--- config.mk ---
export PLATFORM = sky130hd
export DESIGN_NAME = scc_accum
export DESIGN_NICKNAME = d
export VERILOG_FILES = /design/src/rtl/core/scc_pkg.sv /design/src/rtl/core/scc_accum.sv
export SDC_FILE = /design/constraint.sdc
export NUM_CORES = 1
export LEC_CHECK = 0
export ABC_AREA = 1
export BUFFER_PORTS_ARGS = -buffer_cell sky130_fd_sc_hd__buf_2
export CAP_MARGIN = 20
export CORE_MARGIN = 2
export CORE_UTILIZATION = 35
export CTS_CLUSTER_DIAMETER = 120
export DETAILED_ROUTE_END_ITERATION = 10
export GPL_TIMING_DRIVEN = 0
export MAX_ROUTING_LAYER = met4
export SLEW_MARGIN = 10
export SYNTH_ARGS = -nofsm -noshare
export SYNTH_HDL_FRONTEND = slang
export SYNTH_SLANG_ARGS = --single-unit
--- constraint.sdc ---
create_clock -name clk -period 3.2 [get_ports clk]
set_clock_uncertainty 0.05 [all_clocks]
set_input_delay 0.48 -clock clk [delete_from_list [all_inputs] [get_ports clk]]
set_output_delay 0.48 -clock clk [all_outputs]
set_load 0.02 [all_outputs]
--- src/rtl/core/scc_pkg.sv ---
// Shared types, constants and fixed-point helpers for the Coriolis precession term block
package scc_pkg;
	localparam int DataW   = 32;
	localparam int AngleW  = 16;
	localparam int ProdW   = 2 * DataW;
	localparam int CordW   = 34;
	localparam int CordicN = 30;
	localparam int CfgIdxW = 3;
	localparam int InW     = 2 * AngleW + 3 * DataW;

	localparam logic [CfgIdxW-1:0] REG_COMP       = 3'd0;
	localparam logic [CfgIdxW-1:0] REG_SCALE      = 3'd1;
	localparam logic [CfgIdxW-1:0] REG_CORIOLIS   = 3'd2;
	localparam logic [CfgIdxW-1:0] REG_PRECESSION = 3'd3;
	localparam logic [CfgIdxW-1:0] REG_TILT       = 3'd4;
	localparam logic [CfgIdxW-1:0] REG_PHASE      = 3'd5;

	localparam logic [1:0] COMP_RADIAL = 2'd0;
	localparam logic [1:0] COMP_COLAT  = 2'd1;
	localparam logic [1:0] COMP_LONG   = 2'd2;

	typedef logic signed [DataW-1:0] data_t;
	typedef logic [AngleW-1:0]       angle_t;
	typedef logic signed [ProdW-1:0] prod_t;
	typedef logic signed [CordW-1:0] cord_t;

	typedef struct packed {
		data_t val;
		logic  clip;
	} rs_t;

	typedef struct packed {
		data_t vr;
		data_t vt;
		data_t vp;
	} vel_t;

	typedef struct packed {
		data_t st;
		data_t ct;
		data_t ss;
		data_t cs;
	} trig_t;

	localparam data_t DataMax    = {1'b0, {(DataW-1){1'b1}}};
	localparam data_t DataMin    = {1'b1, {(DataW-1){1'b0}}};
	localparam data_t TrigOne    = data_t'(32'sd1073741824);
	localparam cord_t TrigOneC   = cord_t'(34'sd1073741824);
	localparam cord_t CordicGain = cord_t'(34'sd652032874);
	localparam data_t ScaleReset = data_t'(32'sd65536);

	localparam logic [ProdW-1:0] MaxPos  = ProdW'(DataMax);
	localparam logic [ProdW-1:0] MaxNeg  = MaxPos + ProdW'(1);
	localparam logic [ProdW-1:0] HalfQ30 = ProdW'(64'd1 << 29);
	localparam logic [ProdW-1:0] HalfQ16 = ProdW'(64'd1 << 15);

	localparam logic [31:0] AtanTurn [CordicN] = '{
		32'd536870912, 32'd316933406, 32'd167458907, 32'd85004756, 32'd42667331,
		32'd21354465, 32'd10679838, 32'd5340245, 32'd2670163, 32'd1335087,
		32'd667544, 32'd333772, 32'd166886, 32'd83443, 32'd41722,
		32'd20861, 32'd10430, 32'd5215, 32'd2608, 32'd1304,
		32'd652, 32'd326, 32'd163, 32'd81, 32'd41,
		32'd20, 32'd10, 32'd5, 32'd3, 32'd1
	};

	// Scale a product down by 2^-30 or 2^-16, round half away from zero, clip
	function automatic rs_t round_sat(input prod_t p, input logic sh30);
		logic             neg;
		logic [ProdW-1:0] mag;
		logic [ProdW-1:0] rnd;
		rs_t              r;
		neg = p[ProdW-1];
		mag = neg ? ProdW'(-p) : ProdW'(p);
		rnd = sh30 ? ((mag + HalfQ30) >> 30) : ((mag + HalfQ16) >> 16);
		r.clip = 1'b0;
		if (!neg) begin
			if (rnd > MaxPos) begin
				r.clip = 1'b1;
				r.val  = DataMax;
			end else begin
				r.val = data_t'(rnd[DataW-1:0]);
			end
		end else if (rnd > MaxNeg) begin
			r.clip = 1'b1;
			r.val  = DataMin;
		end else begin
			r.val = data_t'(~rnd[DataW-1:0] + 1'b1);
		end
		return r;
	endfunction

	function automatic rs_t sat_sum(input data_t a, input data_t b, input logic sub);
		logic signed [DataW:0] s;
		rs_t                   r;
		s = sub ? ((DataW+1)'(a) - (DataW+1)'(b)) : ((DataW+1)'(a) + (DataW+1)'(b));
		r.clip = s[DataW] != s[DataW-1];
		r.val  = r.clip ? (s[DataW] ? DataMin : DataMax) : data_t'(s[DataW-1:0]);
		return r;
	endfunction
endpackage

--- src/rtl/core/scc_accum.sv ---
// Saturating accumulation of up to four terms, one add per stage
module scc_accum (
	input  logic         clk,
	input  logic         en,
	input  logic [1:0]   comp,
	input  logic         kclip,
	input  scc_pkg::rs_t t0,
	input  scc_pkg::rs_t t1,
	input  scc_pkg::rs_t t2,
	input  scc_pkg::rs_t t3,
	output scc_pkg::rs_t res
);
	import scc_pkg::*;

	logic [3:0] sub;
	logic       kc;
	rs_t        a_s1;
	rs_t        a_s2;
	rs_t        a_s3;
	rs_t        t1_s1;
	rs_t        t2_s1;
	rs_t        t2_s2;
	rs_t        t3_s1;
	rs_t        t3_s2;
	rs_t        t3_s3;
	rs_t        m1;
	rs_t        m2;
	rs_t        m3;
	rs_t        m4;

	always_comb begin
		unique case (comp)
			COMP_RADIAL: begin
				sub = 4'b0010;
				kc  = kclip;
			end
			COMP_COLAT: begin
				sub = 4'b0111;
				kc  = kclip;
			end
			COMP_LONG: begin
				sub = 4'b0100;
				kc  = kclip;
			end
			default: begin
				sub = 4'b0000;
				kc  = 1'b0;
			end
		endcase
	end

	assign m1 = sat_sum('0, t0.val, sub[0]);
	assign m2 = sat_sum(a_s1.val, t1_s1.val, sub[1]);
	assign m3 = sat_sum(a_s2.val, t2_s2.val, sub[2]);
	assign m4 = sat_sum(a_s3.val, t3_s3.val, sub[3]);

	always_ff @(posedge clk) begin
		if (en) begin
			a_s1.val  <= m1.val;
			a_s1.clip <= kc | t0.clip | m1.clip;
			t1_s1     <= t1;
			t2_s1     <= t2;
			t3_s1     <= t3;
			a_s2.val  <= m2.val;
			a_s2.clip <= a_s1.clip | t1_s1.clip | m2.clip;
			t2_s2     <= t2_s1;
			t3_s2     <= t3_s1;
			a_s3.val  <= m3.val;
			a_s3.clip <= a_s2.clip | t2_s2.clip | m3.clip;
			t3_s3     <= t3_s2;
			res.val   <= m4.val;
			res.clip  <= a_s3.clip | t3_s3.clip | m4.clip;
		end
	end
endmodule

==> summary.md <==
| Metric | Value |
|---|---|
| CTS Root Cell | clkbuf_16 |
| Share of cells above drive strength 1 | 26.01% |
| Predominant post-synthesis flop cell | edfxtp_1 |
| Fillers | roughly 5500 |
| Post-Synth Adder-Cell Area | roughly 6.7% |
| Synth Area in Simple Gates | 26.02% |
| Final Instance Area | 25610 µm² |
| Iteration-0 DRC Markers | 762 |
| Peak VDD IR | 564.5 µV |
| Peak Freq | 275.6 MHz |
| Syn Nets | ~2600 |
| R2R cell count | 19 |
| Die W | 243.3 µm |
| Compound-Gate Fraction of Synth Area | under 10% |
| Total wire length | 53850 µm |
| Placed insts | 3238 |
| Antenna viol nets, final | 0 |
| DRT Pass-1 Iters | 4 |
| I/O Buffers | between 150 and 200 |
| Xor-xnor portion of the synthesized cell area | 6.378% |
| Clk Latency, worst-skew pair | 0.55 ns |
| Yosys Warn Count | 0 |
| CP endpoint | a_s3[31] |
| CP required | 3.45 ns |
| Crit. End Element | flop |
| Worst-path clk slew | approximately 0.060 ns |
| Pwr/cell area | 815.8 nW/µm² |
| Drc violations | 0 |
| Critical R2R Launch | t2_s2[1] |
| Worst slew pin tran | 0.5954 ns |
| CP Launch Type | flop |
| Multiplexer share of the synthesized area | 0% |
| Area Overhead vs Synth | 27.73% |
| Non-Filler Instances | 3398 |
| Total congestion overflow | 0 |
| WS Path Type | reg2reg |
| Final Hold Viols | 0 |
| Max-slew violation count | 0 |
| Die height | roughly 240 µm |
| CP max FO | 6 |
| Drt wl/cell | ~16 µm |
| Largest family of logic cells by synthesized area | simple AND/OR/NAND/NOR gates |
| Sink Count | 330 |
| Post-synthesis cell type count | 47 |
| Crit path arrival time | 3.88 ns |
| # setup viols final | 65 |
| Largest net degree at the start of global routing | 102 |
| Syn_area_per_cell | 8.679 µm² |
| Post-synthesis register bit count | 330 |
| Setup TNS | -23.38 ns |
| Largest buffer count on any clock path | 3 |
| Top-Level Pins | 170 |
| Mapped Cells | between 2000 and 2500 |
| Total GRT Usage | 18.38% |
| Synthesized area | 20050 µm² |
| Area occupied by multi-input gates | roughly 11000 µm² |
| Launch point of the worst path | t2_s2[1] |
| Rows | 87 |
| Die area | 59210 µm² |
| CTS Buf Count | 37 |
| Drt via density | 4.727 |
| Period utilization | 113.4% |
| Initial Util | 35.49% |
| DR vias | 16063 |
| H-tree depth | 2 |
| Register area | 9910 µm² |
| RSZ-0062 raised after global routing | true |
| Leak | 11.22 nW |
| Seq/Total Area, Yosys | 49.43% |
| Number of global-route vias before repair | 16427 |
| Setup WS post-layout | -0.4291 ns |
| Final min period | ~3.6 ns |
| Detailed Place HPWL | about 41000 µm |
| Async S/R FF share, synth | 0% |
| # Max-Cap Violations | 0 |
| Post-synth EDFFs | 330 |
| Final RePlAce weighted congestion | 0.9187 |
| Max-slew headroom | 60.31% |
| Status | finished with violations |
| Antenna violations before repair | 1 |
| HP Class | in2reg |
| Worst hold margin | between 0.05 and 0.06 ns |
| Placed cell areas | 22150 µm² |
| Layout net count | 2862 |
| Reg2reg end | a_s3[31] |
| Core ar. | approximately 56000 µm² |
| First-pass GRT wire length | between 80000 and 90000 µm |
| Reg2Reg Setup Slack | -0.43 ns |
| Failing checks | negative setup slack |
| CTS tree | done |
[flip-flops by register name (all words and copies together), names as in the netlist]
| signal | flops |
|---|---|
| a_s1 | 33 |
| a_s2 | 33 |
| a_s3 | 33 |
| res | 33 |
| t1_s1 | 33 |
| t2_s1 | 33 |
| t2_s2 | 33 |
| t3_s1 | 33 |
| t3_s2 | 33 |
| t3_s3 | 33 |
[through the flow]
stage | util, % | power (W) | worst slack (ns)
after floorplan | - | 0.01283 | 0.002524
final | 45.33 | 0.02089 | -0.4291
after global routing | 45.33 | 0.02248 | -0.6580
after global placement | 39.04 | 0.01512 | -2.960
after CTS | 44.23 | 0.02068 | -0.4496
after detailed placement | 39.20 | 0.01518 | -1.199
[power by group]
group          leakage [nW]  internal (W)  switching, W
combinational          7.46       0.00402       0.00628
clock                 0.554       0.00243       0.00170
sequential             3.21       0.00607      0.000386
total                  11.2        0.0125       0.00837
[layout make-up]
cell class / count / area share [%]
Clock inverter: 20 / 0.8257
Buffer: 30 / 1.099
Multi-Input combinational cell: 1696 / 41.20
Clock buffer: 41 / 3.674
Tap cell: 756 / 3.694
Inverter: 255 / 3.767
Antenna cell: 1 / 0.009771
Timing Repair Buffer: 269 / 7.035
Sequential cell: 330 / 38.69
[layout by cell type, fill, tap and decap left out, drive strengths merged, types with 2 or more instances in the layout]
cell      netlist  layout
o31ai           5       5
buf            25     294
fa              3       3
nand3         119     119
xor2           98      98
clkbuf          5      46
inv           254     255
clkinv          1      12
nor3           33      33
and3            6       6
nor2          248     248
edfxtp        330     330
o21ai          48      48
clkinvlp        0       4
bufinv          0       4
o21a            2       2
a21o            7       7
nand2         781     782
ha            103     103
o211ai          2       2
nand4          14      14
and2            5       5
a21oi         105     105
nand3b         21      21
o21bai         24      24
nor4           12      12
or2             6       6
xnor2          48      48
[cell usage after synthesis (3+ instances only)]
cell type | number | share of area [%]
a21o_1 | 7 | 0.26
a21oi_1 | 104 | 2.6
and2_1 | 5 | 0.16
and3_1 | 6 | 0.19
buf_1 | 3 | 0.056
buf_2 | 7 | 0.17
buf_4 | 4 | 0.15
buf_6 | 11 | 0.62
clkbuf_1 | 5 | 0.094
edfxtp_1 | 330 | 49
fa_1 | 3 | 0.30
ha_1 | 103 | 6.4
inv_1 | 249 | 4.7
inv_2 | 5 | 0.094
nand2_1 | 754 | 14
nand2_2 | 24 | 0.75
nand2_4 | 3 | 0.17
nand3_1 | 112 | 2.8
nand3_2 | 7 | 0.35
nand3b_1 | 21 | 0.79
nand4_1 | 12 | 0.37
nor2_1 | 242 | 4.5
nor2_2 | 4 | 0.12
nor3_1 | 32 | 0.80
nor4_1 | 12 | 0.37
o21ai_0 | 42 | 1.0
o21ai_1 | 4 | 0.10
o21bai_1 | 23 | 0.86
o31ai_1 | 5 | 0.19
or2_2 | 4 | 0.12
xnor2_1 | 48 | 2.1
xor2_1 | 98 | 4.3
[critical path, cell delays in order, from the launching register on]
cell,delay (ns)
edfxtp_1,0.41
inv_2,0.10
nand3_4,0.08
nor3_4,0.16
nand3_2,0.14
buf_4,0.17
o31ai_2,0.25
xnor2_1,0.19
inv_1,0.07
ha_1,0.35
a21oi_1,0.30
nand2_1,0.10
a21oi_1,0.16
nand2_2,0.13
nand2_4,0.10
nand3_2,0.09
nand2_4,0.12
nand2_8,0.11
buf_4,0.16
a21o_1,0.15
[worst min-delay path by stage]
stage | startpoint | to | slack, ns | cells after the start
final | t1[1] | t1_s1[1] | 0.06 | 1
after global routing | t2[5] | t2_s1[5] | 0.03 | 1
after CTS | t1[1] | t1_s1[1] | 0.02 | 1
after detailed placement | t2_s1[14] | t2_s2[14] | 0.35 | 0
after global placement | t3_s1[23] | t3_s2[23] | 0.35 | 0
after floorplan | t2_s1[0] | t2_s2[0] | 0.35 | 0
[kinds of logic after synthesis]
logic type / after synthesis
AOI/OAI and AO/OA: 197
xor gates and xnor gates: 146
adders and majority gates: 106
and+or+nand+nor: 1246
DFF: 330
buffers and inverters: 285
[metal layers]
metal  GRT usage [%]  wire (µm)  up-vias
li1                -          -     8231
met1           19.34      21280     7407
met2           33.81      28180      293
met3           2.556       1757      132
met4           8.643       2633        0
met5               -          0        -
[timing repair]
item / CTS / global route
endpoints found under the setup margin: 66 / 66
gates cloned: 8 / 0
pin swaps: 114 / 76
resized for setup: 274 / 104
buffers inserted: 68 / 22
hold buffers: 0 / 0
Note: power is estimated with default switching activity, not from simulation.
